`src/sv/jsu_pkg.sv`:
```
// Shared types and codes for the JSON string unescaper.
package jsu_pkg;

    // Result kinds
    localparam logic [1:0] KIND_DATA   = 2'd0;
    localparam logic [1:0] KIND_FINISH = 2'd1;
    localparam logic [1:0] KIND_ERROR  = 2'd2;

    // Error codes
    localparam logic [3:0] ERR_UNFINISHED     = 4'd0;
    localparam logic [3:0] ERR_UNFINISHED_HEX = 4'd1;
    localparam logic [3:0] ERR_BAD_HEX        = 4'd2;
    localparam logic [3:0] ERR_BAD_ESCAPE     = 4'd3;
    localparam logic [3:0] ERR_CONTROL        = 4'd4;
    localparam logic [3:0] ERR_STRAY_CONT     = 4'd5;
    localparam logic [3:0] ERR_LONG_LEAD      = 4'd6;
    localparam logic [3:0] ERR_TRUNC_UTF8     = 4'd7;
    localparam logic [3:0] ERR_BAD_CONT       = 4'd8;

    localparam int MAX_BYTES = 6;

    typedef struct packed {
        logic [7:0] in_byte;
        logic       end_of_input;
    } in_item_t;

    typedef struct packed {
        logic [1:0]  kind;
        logic [7:0]  data_byte;
        logic [7:0]  header_byte;
        logic [31:0] string_length;
        logic [3:0]  error_code;
        logic        last_of_run;
    } out_item_t;

    // All results caused by one input beat: data bytes first, then an
    // optional finish or error record.
    typedef struct packed {
        logic [2:0]                  n_data;
        logic [MAX_BYTES-1:0][7:0]   bytes;
        logic                        tail_valid;
        logic [1:0]                  tail_kind;
        logic [7:0]                  tail_header;
        logic [31:0]                 tail_length;
        logic [3:0]                  tail_err;
    } burst_t;

endpackage

```
`src/sv/json_string_unescaper_unit.sv`:
```
// Top level of the JSON string unescaper.
//
// Input channel (byte_*): one raw byte of a JSON string body per beat,
// starting after the opening quote; end_of_input set means no byte, the
// input has ended. Output channel (res_*): decoded data bytes, a finish
// record (length and header byte) at the closing quote, or an error record.
// The final result of each input beat carries last_of_run.
// A taken beat's results pass through the burst and output registers to
// res_*. Throughput: one input beat per cycle while each beat gives at most
// one result and res_stall is low; a beat giving k results (up to 6, e.g.
// a flushed high surrogate followed by a 3-byte code point) holds
// byte_stall while the single output register drains one beat a cycle
// unless stalled. Beats giving no result (backslash, inner hex digit) leave
// byte_stall low. A stalled receiver freezes res_*; the next input beat
// is still taken while the last result waits. Reset returns the decoder
// to plain text with no string in progress and empties both registers.
module json_string_unescaper_unit
    import jsu_pkg::*;
#(
    parameter int LENGTH_BITS = 32
)
(
    input  logic      clk,
    input  logic      rst_n,
    input  logic      byte_valid,
    output logic      byte_stall,
    input  in_item_t  byte_beat,
    output logic      res_valid,
    input  logic      res_stall,
    output out_item_t res_beat
);

    logic   take;
    logic   busy;
    burst_t burst;

    // beat taken when the emitter can accept a fresh burst
    assign byte_stall = busy;
    assign take       = byte_valid && !busy;

    jsu_decode #(
        .LENGTH_BITS(LENGTH_BITS)
    ) u_decode (
        .clk   (clk),
        .rst_n (rst_n),
        .take  (take),
        .item  (byte_beat),
        .burst (burst)
    );

    jsu_emit u_emit (
        .clk       (clk),
        .rst_n     (rst_n),
        .take      (take),
        .burst     (burst),
        .busy      (busy),
        .res_valid (res_valid),
        .res_stall (res_stall),
        .res_beat  (res_beat)
    );

endmodule

```
`src/sv/jsu_decode.sv`:
```
// Decode state and per-beat result generation for the string unescaper.
module jsu_decode
    import jsu_pkg::*;
#(
    parameter int LENGTH_BITS = 32
)
(
    input  logic     clk,
    input  logic     rst_n,
    input  logic     take,
    input  in_item_t item,
    output burst_t   burst
);

    typedef enum logic [1:0] {
        MODE_NORMAL,
        MODE_ESCAPE,
        MODE_HEX,
        MODE_UTF8
    } mode_t;

    localparam logic [7:0] CH_QUOTE = 8'h22;
    localparam logic [7:0] CH_SLASH = 8'h2f;
    localparam logic [7:0] CH_BSL   = 8'h5c;
    localparam logic [7:0] CH_B     = 8'h62;
    localparam logic [7:0] CH_F     = 8'h66;
    localparam logic [7:0] CH_N     = 8'h6e;
    localparam logic [7:0] CH_R     = 8'h72;
    localparam logic [7:0] CH_T     = 8'h74;
    localparam logic [7:0] CH_U     = 8'h75;

    mode_t                  mode_reg, mode_next;
    logic [11:0]            acc_reg, acc_next;
    logic [1:0]             digits_reg, digits_next;
    logic [1:0]             follow_reg, follow_next;
    logic                   held_valid_reg, held_valid_next;
    logic [9:0]             held_reg, held_next;
    logic [LENGTH_BITS-1:0] count_reg, count_next;

    function automatic logic [4:0] hex_val(input logic [7:0] b);
        logic [4:0] r;
        r = 5'h10;
        if (b >= 8'h30 && b <= 8'h39)
            r = {1'b0, b[3:0]};
        else if ((b >= 8'h61 && b <= 8'h66) || (b >= 8'h41 && b <= 8'h46))
            r = {1'b0, b[3:0] + 4'd9};
        return r;
    endfunction

    logic                   fl_need;
    logic                   hold_new;
    logic [3:0][7:0]        mb;
    logic [2:0]             mn;
    logic [2:0]             nd;
    logic                   fin;
    logic                   err;
    logic [3:0]             err_code;
    logic [4:0]             hv;
    logic [15:0]            v;
    logic [20:0]            cp;
    logic [7:0]             b;
    logic [LENGTH_BITS:0]   sum;
    logic [LENGTH_BITS-1:0] cnt_sat;
    logic [31:0]            len32;

    always_comb
    begin
        mode_next       = mode_reg;
        acc_next        = acc_reg;
        digits_next     = digits_reg;
        follow_next     = follow_reg;
        held_valid_next = held_valid_reg;
        held_next       = held_reg;
        fl_need         = 1'b0;
        hold_new        = 1'b0;
        mb              = '0;
        mn              = 3'd0;
        fin             = 1'b0;
        err             = 1'b0;
        err_code        = ERR_UNFINISHED;
        b               = item.in_byte;
        hv              = hex_val(b);
        v               = {acc_reg, hv[3:0]};
        cp              = 21'h10000 + {1'b0, held_reg, v[9:0]};

        if (item.end_of_input)
        begin
            err = 1'b1;
            if (mode_reg == MODE_HEX)
                err_code = ERR_UNFINISHED_HEX;
            else if (mode_reg == MODE_UTF8)
                err_code = ERR_TRUNC_UTF8;
        end
        else
        begin
            unique case (mode_reg)
                MODE_UTF8:
                begin
                    if (b[7:6] != 2'b10)
                    begin
                        err      = 1'b1;
                        err_code = ERR_BAD_CONT;
                    end
                    else
                    begin
                        mb[0]       = b;
                        mn          = 3'd1;
                        follow_next = follow_reg - 2'd1;
                        if (follow_reg == 2'd1)
                            mode_next = MODE_NORMAL;
                    end
                end
                MODE_HEX:
                begin
                    if (hv[4])
                    begin
                        err      = 1'b1;
                        err_code = ERR_BAD_HEX;
                    end
                    else if (digits_reg != 2'd3)
                    begin
                        acc_next    = {acc_reg[7:0], hv[3:0]};
                        digits_next = digits_reg + 2'd1;
                    end
                    else
                    begin
                        acc_next    = '0;
                        digits_next = 2'd0;
                        mode_next   = MODE_NORMAL;
                        if (v[15:7] == '0)
                        begin
                            fl_need = 1'b1;
                            mb[0]   = v[7:0];
                            mn      = 3'd1;
                        end
                        else if (v[15:11] == '0)
                        begin
                            fl_need = 1'b1;
                            mb[0]   = {3'b110, v[10:6]};
                            mb[1]   = {2'b10, v[5:0]};
                            mn      = 3'd2;
                        end
                        else if (v[15:10] == 6'b110111 && held_valid_reg)
                        begin
                            // surrogate pair joins into one 4-byte code point
                            held_valid_next = 1'b0;
                            mb[0] = {5'b11110, cp[20:18]};
                            mb[1] = {2'b10, cp[17:12]};
                            mb[2] = {2'b10, cp[11:6]};
                            mb[3] = {2'b10, cp[5:0]};
                            mn    = 3'd4;
                        end
                        else if (v[15:10] == 6'b110110)
                        begin
                            fl_need   = 1'b1;
                            hold_new  = 1'b1;
                            held_next = v[9:0];
                        end
                        else
                        begin
                            fl_need = 1'b1;
                            mb[0]   = {4'b1110, v[15:12]};
                            mb[1]   = {2'b10, v[11:6]};
                            mb[2]   = {2'b10, v[5:0]};
                            mn      = 3'd3;
                        end
                    end
                end
                MODE_ESCAPE:
                begin
                    mode_next = MODE_NORMAL;
                    fl_need   = 1'b1;
                    mn        = 3'd1;
                    unique case (b)
                        CH_QUOTE, CH_SLASH, CH_BSL: mb[0] = b;
                        CH_B: mb[0] = 8'h08;
                        CH_F: mb[0] = 8'h0c;
                        CH_N: mb[0] = 8'h0a;
                        CH_R: mb[0] = 8'h0d;
                        CH_T: mb[0] = 8'h09;
                        CH_U:
                        begin
                            mode_next   = MODE_HEX;
                            acc_next    = '0;
                            digits_next = 2'd0;
                            fl_need     = 1'b0;
                            mn          = 3'd0;
                        end
                        default:
                        begin
                            err      = 1'b1;
                            err_code = ERR_BAD_ESCAPE;
                            fl_need  = 1'b0;
                            mn       = 3'd0;
                        end
                    endcase
                end
                default:
                begin
                    if (b == CH_QUOTE)
                    begin
                        fl_need = 1'b1;
                        fin     = 1'b1;
                    end
                    else if (b == CH_BSL)
                        mode_next = MODE_ESCAPE;
                    else if (!b[7])
                    begin
                        if (b < 8'h20)
                        begin
                            err      = 1'b1;
                            err_code = ERR_CONTROL;
                        end
                        else
                        begin
                            fl_need = 1'b1;
                            mb[0]   = b;
                            mn      = 3'd1;
                        end
                    end
                    else if (b[7:6] == 2'b10)
                    begin
                        err      = 1'b1;
                        err_code = ERR_STRAY_CONT;
                    end
                    else if (b[7:3] == 5'b11111)
                    begin
                        err      = 1'b1;
                        err_code = ERR_LONG_LEAD;
                    end
                    else
                    begin
                        // UTF-8 lead byte: 110, 1110 or 11110
                        if (b[5] == 1'b0)
                            follow_next = 2'd1;
                        else if (b[4] == 1'b0)
                            follow_next = 2'd2;
                        else
                            follow_next = 2'd3;
                        mode_next = MODE_UTF8;
                        fl_need   = 1'b1;
                        mb[0]     = b;
                        mn        = 3'd1;
                    end
                end
            endcase
        end

        // a completed element empties the hold, unless it is a new high surrogate
        if (fl_need)
            held_valid_next = hold_new;

        // flushing the held surrogate: its 3-byte form goes first
        if (fl_need && held_valid_reg)
            nd = mn + 3'd3;
        else
            nd = mn;
    end

    // Flush happens when fl_need is set and a surrogate was held before.
    logic flushed;
    assign flushed = fl_need && held_valid_reg;

    always_comb
    begin
        burst = '0;
        if (flushed)
        begin
            burst.bytes[0] = 8'hed;
            burst.bytes[1] = {4'b1010, held_reg[9:6]};
            burst.bytes[2] = {2'b10, held_reg[5:0]};
            burst.bytes[3] = mb[0];
            burst.bytes[4] = mb[1];
            burst.bytes[5] = mb[2];
        end
        else
        begin
            burst.bytes[0] = mb[0];
            burst.bytes[1] = mb[1];
            burst.bytes[2] = mb[2];
            burst.bytes[3] = mb[3];
        end
        burst.n_data     = nd;
        burst.tail_valid = fin || err;
        if (fin)
        begin
            burst.tail_kind   = KIND_FINISH;
            burst.tail_length = len32;
            burst.tail_header = (cnt_sat[LENGTH_BITS-1:7] == '0)
                              ? (8'h40 + {1'b0, cnt_sat[6:0]}) : 8'h0c;
        end
        else if (err)
        begin
            burst.tail_kind = KIND_ERROR;
            burst.tail_err  = err_code;
        end
    end

    // saturating decoded-byte count
    assign sum     = {1'b0, count_reg} + (LENGTH_BITS+1)'(nd);
    assign cnt_sat = sum[LENGTH_BITS] ? '1 : sum[LENGTH_BITS-1:0];

    generate
        if (LENGTH_BITS > 32)
        begin : g_len_wide
            assign len32 = (|cnt_sat[LENGTH_BITS-1:32]) ? 32'hffff_ffff
                                                       : cnt_sat[31:0];
        end
        else
        begin : g_len_narrow
            assign len32 = 32'(cnt_sat);
        end
    endgenerate

    always_comb
    begin
        count_next = cnt_sat;
        if (fin || err)
            count_next = '0;
    end

    always_ff @(posedge clk or negedge rst_n)
    begin
        if (!rst_n)
        begin
            mode_reg       <= MODE_NORMAL;
            acc_reg        <= '0;
            digits_reg     <= '0;
            follow_reg     <= '0;
            held_valid_reg <= 1'b0;
            held_reg       <= '0;
            count_reg      <= '0;
        end
        else if (take)
        begin
            if (fin || err)
            begin
                mode_reg       <= MODE_NORMAL;
                acc_reg        <= '0;
                digits_reg     <= '0;
                follow_reg     <= '0;
                held_valid_reg <= 1'b0;
                held_reg       <= '0;
            end
            else
            begin
                mode_reg       <= mode_next;
                acc_reg        <= acc_next;
                digits_reg     <= digits_next;
                follow_reg     <= follow_next;
                held_valid_reg <= held_valid_next;
                held_reg       <= held_next;
            end
            count_reg <= count_next;
        end
    end

endmodule

```
`src/sv/jsu_emit.sv`:
```
// Burst register and output register: hands out one result beat per cycle while res_stall is low.
module jsu_emit
    import jsu_pkg::*;
(
    input  logic      clk,
    input  logic      rst_n,
    input  logic      take,
    input  burst_t    burst,
    output logic      busy,
    output logic      res_valid,
    input  logic      res_stall,
    output out_item_t res_beat
);

    burst_t     burst_reg;
    logic [2:0] idx_reg, idx_next;
    logic [2:0] rem_reg, rem_next;
    logic       out_valid_reg, out_valid_next;
    out_item_t  out_reg, out_next;
    logic       out_load;

    assign out_load = (rem_reg != 3'd0) && (!out_valid_reg || !res_stall);
    // input held off while more than the final pending beat remains, or the final one cannot load yet
    assign busy     = (rem_reg > 3'd1) || (rem_reg == 3'd1 && !out_load);

    always_comb
    begin
        out_next             = '0;
        out_next.last_of_run = (rem_reg == 3'd1);
        if (idx_reg < burst_reg.n_data)
        begin
            out_next.kind      = KIND_DATA;
            out_next.data_byte = burst_reg.bytes[idx_reg];
        end
        else
        begin
            out_next.kind          = burst_reg.tail_kind;
            out_next.header_byte   = burst_reg.tail_header;
            out_next.string_length = burst_reg.tail_length;
            out_next.error_code    = burst_reg.tail_err;
        end

        idx_next = idx_reg;
        rem_next = rem_reg;
        if (take)
        begin
            idx_next = 3'd0;
            rem_next = burst.n_data + {2'b00, burst.tail_valid};
        end
        else if (out_load)
        begin
            idx_next = idx_reg + 3'd1;
            rem_next = rem_reg - 3'd1;
        end

        out_valid_next = out_load || (out_valid_reg && res_stall);
    end

    always_ff @(posedge clk or negedge rst_n)
    begin
        if (!rst_n)
        begin
            idx_reg       <= '0;
            rem_reg       <= '0;
            out_valid_reg <= 1'b0;
        end
        else
        begin
            idx_reg       <= idx_next;
            rem_reg       <= rem_next;
            out_valid_reg <= out_valid_next;
        end
    end

    always_ff @(posedge clk)
    begin
        if (take)
            burst_reg <= burst;
        if (out_load)
            out_reg <= out_next;
    end

    assign res_valid = out_valid_reg;
    assign res_beat  = out_reg;

endmodule

```
`config.mk`:
```
export PLATFORM = sky130hd
export DESIGN_NAME = json_string_unescaper_unit
export DESIGN_NICKNAME = d
export VERILOG_FILES = /design/src/sv/jsu_pkg.sv /design/src/sv/json_string_unescaper_unit.sv /design/src/sv/jsu_decode.sv /design/src/sv/jsu_emit.sv
export SDC_FILE = /design/constraint.sdc
export NUM_CORES = 1
export LEC_CHECK = 0
export ABC_CLOCK_PERIOD_IN_PS = 15500
export CAP_MARGIN = 10
export CORE_MARGIN = 4
export CORE_UTILIZATION = 64
export DETAILED_ROUTE_END_ITERATION = 8
export DONT_BUFFER_PORTS = 1
export PLACE_DENSITY_LB_ADDON = 0.1
export SYNTH_ARGS = -nofsm -noshare
export SYNTH_HDL_FRONTEND = slang
export SYNTH_SLANG_ARGS = --single-unit
```
`constraint.sdc`:
```
create_clock -name clk -period 15.5 [get_ports clk]
set_input_delay 3.875 -clock clk [delete_from_list [all_inputs] [get_ports clk]]
set_output_delay 3.875 -clock clk [all_outputs]
set_load 0.01 [all_outputs]
```
* After elaboration in Yosys (flattened, before gate mapping)
Index checks and enable logic that the tools add are counted.
** Storage, ports and cells
- Flip-flop bits (word level) :: 220
- Input bits :: 13
- Output and inout port bits :: 57
- Word-level logic and storage cells :: 290
** Cells by class
- Add/sub/neg operators :: 10
- Magnitude comparators :: 10
- Eq/ne operators :: 44
- Mux-type cells :: 153
- Bitwise gates (word level) :: 1
- Reduce and logical (&&, ||, !) cells :: 42
** Operators with widths (count)
- $mux W32 :: 6
- $mux W24 :: 4
- $mux W10 :: 9
- $mux W8 :: 9
- $mux W12 :: 5
- $mux W2 :: 30
- $eq A8 B7 Y1 const B :: 7
- $mux W3 :: 18
- $mux W1 :: 48
- $pmux W8 S6 :: 1
- $add A32 B3 Y33 :: 1
- $mux W16 :: 2
- $mux W4 :: 8
- $ne A3 B1 Y1 const B :: 9
- $logic_not A25 Y1 :: 1
- $bmux W8 S3 :: 1
- $pmux W12 S2 :: 1
- $pmux W8 S3 :: 1
- $add A17 B20 Y21 const A :: 1
- $reduce_and A9 Y1 :: 2
- $eq A8 B6 Y1 const B :: 2
- $ge A8 B7 Y1 const B :: 2
- $le A8 B7 Y1 const B :: 2
- $ne A3 B2 Y1 const B :: 5
- other kinds (47) :: 85

* Longest topological paths before layout
- Depth after elaboration :: 15
- Gate-level depth with buffers :: 22
- Mapped depth without buffers :: 19

* By module
Synthesis repeated with hierarchy kept, for this count alone.
** Second synthesis, totals
- Cells, all modules :: 1157
- Area, all modules :: 12077.8 um2
** By module, submodules not included
- jsu_decode :: times used 1, cells each 857, area each 6167.2 um2, sequential area each 1526.5 um2
- jsu_emit :: times used 1, cells each 299, area each 5896.9 um2, sequential area each 4739.5 um2
- json_string_unescaper_unit :: times used 1, cells each 1, area each 13.8 um2, sequential area each 0.0 um2

* Worst setup path after synthesis
OpenSTA, ideal clock, no wires.
- Path kind :: in2reg
- Start point :: in byte_beat[4] (netlist bit)
- End point :: reg u_emit.burst_reg[38] (netlist bit) (data pin)
- Setup time :: 259 ps
- Data arrival time :: 8910 ps
- Data required time :: 15241 ps
- Path slack :: 6331 ps
- Stages on the path :: 21
- Buffers on the path :: 4
- Cells stage by stage :: clkbuf_1 nor4b_2 nand3_1 a21o_1 or3_1 clkbuf_1 or2_1 or3_1 ha_1 a2111o_1 xnor2_1 ha_1 nor2b_1 o2111ai_4 buf_6 nor4_1 mux2i_1 nand4b_1 or4b_1 buf_2 o31a_1
** RTL lines
- start, declared :: line json_string_unescaper_unit.sv:27 : input in_item_t byte_beat,
- end signal, assigned :: line jsu_emit.sv:78 : burst_reg <= burst;
- end, declared :: line jsu_emit.sv:15 : burst_t burst_reg;

==> out/metrics.csv <==
stage;metric;value;unit
floorplanning;initial core utilization;0.653;
synthesis;ys async rst share;0.315;
synthesis;Post-Syn Instances;1105;
worst_setup_path;Reg-to-Reg End;u_emit.burst_reg[39];
timing;slew margin rel.;0.299;
timing;Final WS setup;6.01;ns
global_route;grt total ovfl;0;
place;HPWL Detailed;18800;µm
run_status;violated checks;design-rule violations;
clock_network;clock latency on the worst-skew pair;0.51;ns
timing;# setup viols final;0;
clock_network;cts repair resizes;0;
synthesis;Mapped Nets;1142;
synthesis;Seq/Total Area, Yosys;0.524;
min_path;Hold Path Class;flop to flop;
global_route;grt met3 use;0.0483;
synthesis;Avg Inst Size Synth;10.6;µm²
routing;DR WL/cell;21.5;µm
power_and_ir_drop;Pwr Density;163;mW/mm²
cells_and_area;Area Growth Syn to Fin;7.25;%
synthesis;Netlist cell types;90;
place;GPL Wtd Cong;0.949;
worst_setup_path;R2R cell count;18;
worst_setup_path;crit path kind;input pin to flop;
routing;number of vias per cell;6.59;
place;Placement Setup Slack;5.59;ns
global_route;vias in the first global route;7910;
synthesis;EDFF count, synth;148;
power_and_ir_drop;leakage;4.56;nW
timing;RSZ-0062 raised after global routing;no;
worst_setup_path;WP data arrival;9.74;ns
floorplanning;Die Width;143;µm
floorplanning;io pins;70;
worst_setup_path;FF-to-FF setup slack;9.12;ns
cells_and_area;area of the multi-input gates;0.00507;mm²
place;# port buffers;0;
clock_network;CTS root buf;clkbuf_16;
floorplanning;core box area;0.0180;mm²
global_route;met2 Track Usage GR;0.390;
clock_network;Hold-fix buffers, CTS;0;
floorplanning;number of core rows;49;
worst_setup_path;critical path's slowest cell;or4b_1;
clock_network;clock sinks;216;
synthesis;Synth Cell Area;0.0117;mm²
timing;final setup TNS;0;ns
cells_and_area;Ant. Diodes;0;
cells_and_area;FF+latch area;0.00615;mm²
routing;initial DRC count;1077;
global_route;met1 Usage GRT;0.447;
cells_and_area;share of layout cells above drive strength 1;0.0953;
routing;1st-pass router iterations;9;
cells_and_area;Fill cells;1309;
routing;DRT Wirelength;28100;µm
timing;fmax;105;MHz
worst_setup_path;worst path cell trace;inv_1 -> ha_1 -> or3b_2 -> nand3_1 -> a21o_1 -> or3_1 -> or2_1 -> or3_1 -> ha_1 -> a2111o_1 -> xnor2_1 -> ha_1 -> nor2b_1 -> o2111ai_4 -> nor4_1 -> mux2i_1 -> nand4b_1 -> or4b_1 -> o31a_1;
clock_network;H-tree depth;1;
clock_network;clk slew on worst S/H paths;0.06;ns
synthesis;Top FF cell, synth;edfxtp_1;
floorplanning;die area;0.0205;mm²
worst_setup_path;CP Capture Point;u_emit.burst_reg[39];
min_path;Hold Path Stages;2;
clock_network;# Post-CTS Setup Buffers;0;
power_and_ir_drop;Max VDD drop;0.000157;V
timing;period utilization;0.612;
synthesis;Synthesis Warnings;0;
run_status;outcome;finished, violations left;
worst_setup_path;worst-path maximum fanout;17;
worst_setup_path;critical path's largest stage delay;0.70;ns
routing;vias;8635;
timing;Final Slew Violations;0;
worst_setup_path;crit path capture type;flop;
routing;post-detailed-route count of antenna-violating nets;0;
clock_network;CTS tree;built;
global_route;initial antenna violation count;0;
cells_and_area;number of flip-flops under the largest register name;93;
worst_setup_path;RR Startpoint;u_decode.mode_reg[0];
global_route;gr usage total;0.275;
synthesis;Synth Register Bits;216;
timing;Hold Vio Cnt, Final;0;
global_route;first-pass GRT wire length;44600;µm
floorplanning;Die Y;143;µm
timing;Fin Clk Skew;0.0142;ns
cells_and_area;Net count, final;1102;
run;MaxCap Viol Count;0;
routing;DRC violations left;13;
global_route;largest net degree at the start of global routing;69;
worst_setup_path;Worst EP required;15.75;ns
clock_network;Longest Clk Path Bufs;3;
worst_setup_path;CP Launch Type;input pin;
timing;Tmin final;9.49;ns
worst_setup_path;Critical path origin;byte_beat[1];
clock_network;total CTS buffers;23;
power_and_ir_drop;total power;2.04;mW
worst_setup_path;cell mode on critical path;ha_1;
timing;Slew @ Worst Pin;1.04;ns
global_route;Top Usage Layer GRT;met1;
[through the flow]
step	util	cell area [µm²]	hold WS (ns)	cells
after floorplan	-	11700	0.449	1105
after global placement	0.656	11800	0.467	1269
after detailed placement	0.656	11800	0.478	1269
after CTS	0.700	12600	0.492	1310
after global routing	0.700	12600	0.513	1310
final	0.700	12600	0.489	1310
[cell type report]
type | instances | area share
Inverter | 47 | 0.0142
Tap cell | 229 | 0.0228
Multi-Input combinational cell | 764 | 0.403
Sequential cell | 216 | 0.489
Timing Repair Buffer | 13 | 0.00776
Clock inverter | 15 | 0.0156
Clock buffer | 26 | 0.0475
[critical path: cells and delay by family]
| kind | cells | cell delay (ns) |
|---|---|---|
| adder cells (fa/ha/maj) | 3 | 0.87 |
| buffers and inverters | 1 | 0.05 |
| XOR/XNOR | 1 | 0.17 |
| multiplexers | 1 | 0.37 |
| AND/OR/NAND/NOR | 9 | 2.98 |
| AO/OA/AOI/OAI | 4 | 1.43 |
[synthesized netlist by cell type, types with 13 or more instances]
| cell | number | area share |
|---|---|---|
| a21oi_1 | 69 | 0.029 |
| a22o_1 | 19 | 0.014 |
| a31oi_1 | 14 | 0.0075 |
| and2_1 | 56 | 0.030 |
| and3_1 | 13 | 0.0069 |
| clkbuf_1 | 55 | 0.018 |
| dfrtp_1 | 68 | 0.15 |
| edfxtp_1 | 148 | 0.38 |
| ha_1 | 23 | 0.025 |
| inv_1 | 44 | 0.014 |
| mux2_2 | 14 | 0.013 |
| mux2i_1 | 18 | 0.015 |
| nand2_1 | 113 | 0.036 |
| nand3_1 | 35 | 0.015 |
| nor2_1 | 77 | 0.025 |
| nor3_1 | 18 | 0.0077 |
| nor4_1 | 14 | 0.0075 |
| o21ai_0 | 39 | 0.017 |
| o31ai_1 | 17 | 0.011 |
| xnor2_1 | 26 | 0.019 |
[kinds of logic after synthesis]
kind of cell,Yosys count,synth area share
AO/OA/AOI/OAI,262,0.155
XOR/XNOR,32,0.0239
adder cells (fa/ha/maj),24,0.0263
buffers and inverters,125,0.0437
flip-flops,216,0.524
multiplexers,39,0.0423
AND/OR/NAND/NOR,407,0.184
[layout by cell type (no fill, tap or decap), drive strengths merged, types with 7 or more instances in the layout]
cell / count
a211oi: 9
a21oi: 69
and2: 56
o31ai: 18
buf: 13
a31oi: 14
a21o: 11
o22a: 12
nor3: 20
nand4: 15
o211ai: 10
edfxtp: 148
nand2: 113
mux2: 14
or2: 7
nor2: 77
a22o: 19
mux2i: 18
nand3: 35
clkbuf: 26
o21ai: 46
nor2b: 11
nand2b: 9
inv: 48
clkinv: 7
mux4: 7
or3: 7
dfrtp: 68
and3: 13
nor4: 18
ha: 23
xnor2: 26
a22oi: 9
[per-layer routing]
layer,vias up,wire length (µm)
li1,4001,-
met4,0,462
met5,-,0
met1,4179,13000
met2,405,12300
met3,50,2410
[where the power goes]
| part | switching [mW] | total [mW] | internal [mW] |
|---|---|---|---|
| combinational | 0.309 | 0.485 | 0.177 |
| sequential | 0.137 | 0.982 | 0.845 |
| clock | 0.230 | 0.576 | 0.346 |
| total | 0.676 | 2.04 | 1.37 |
[worst min path at each step]
stage | start | to
final | u_decode.follow_reg[1] | u_decode.follow_reg[1]
after global routing | u_decode.follow_reg[1] | u_decode.follow_reg[1]
after CTS | u_decode.follow_reg[1] | u_decode.follow_reg[1]
after detailed placement | u_decode.follow_reg[1] | u_decode.follow_reg[1]
after global placement | u_decode.count_reg[0] | u_decode.count_reg[0]
after floorplan | u_decode.follow_reg[1] | u_decode.follow_reg[1]
Power figures use the tool's default switching activity.
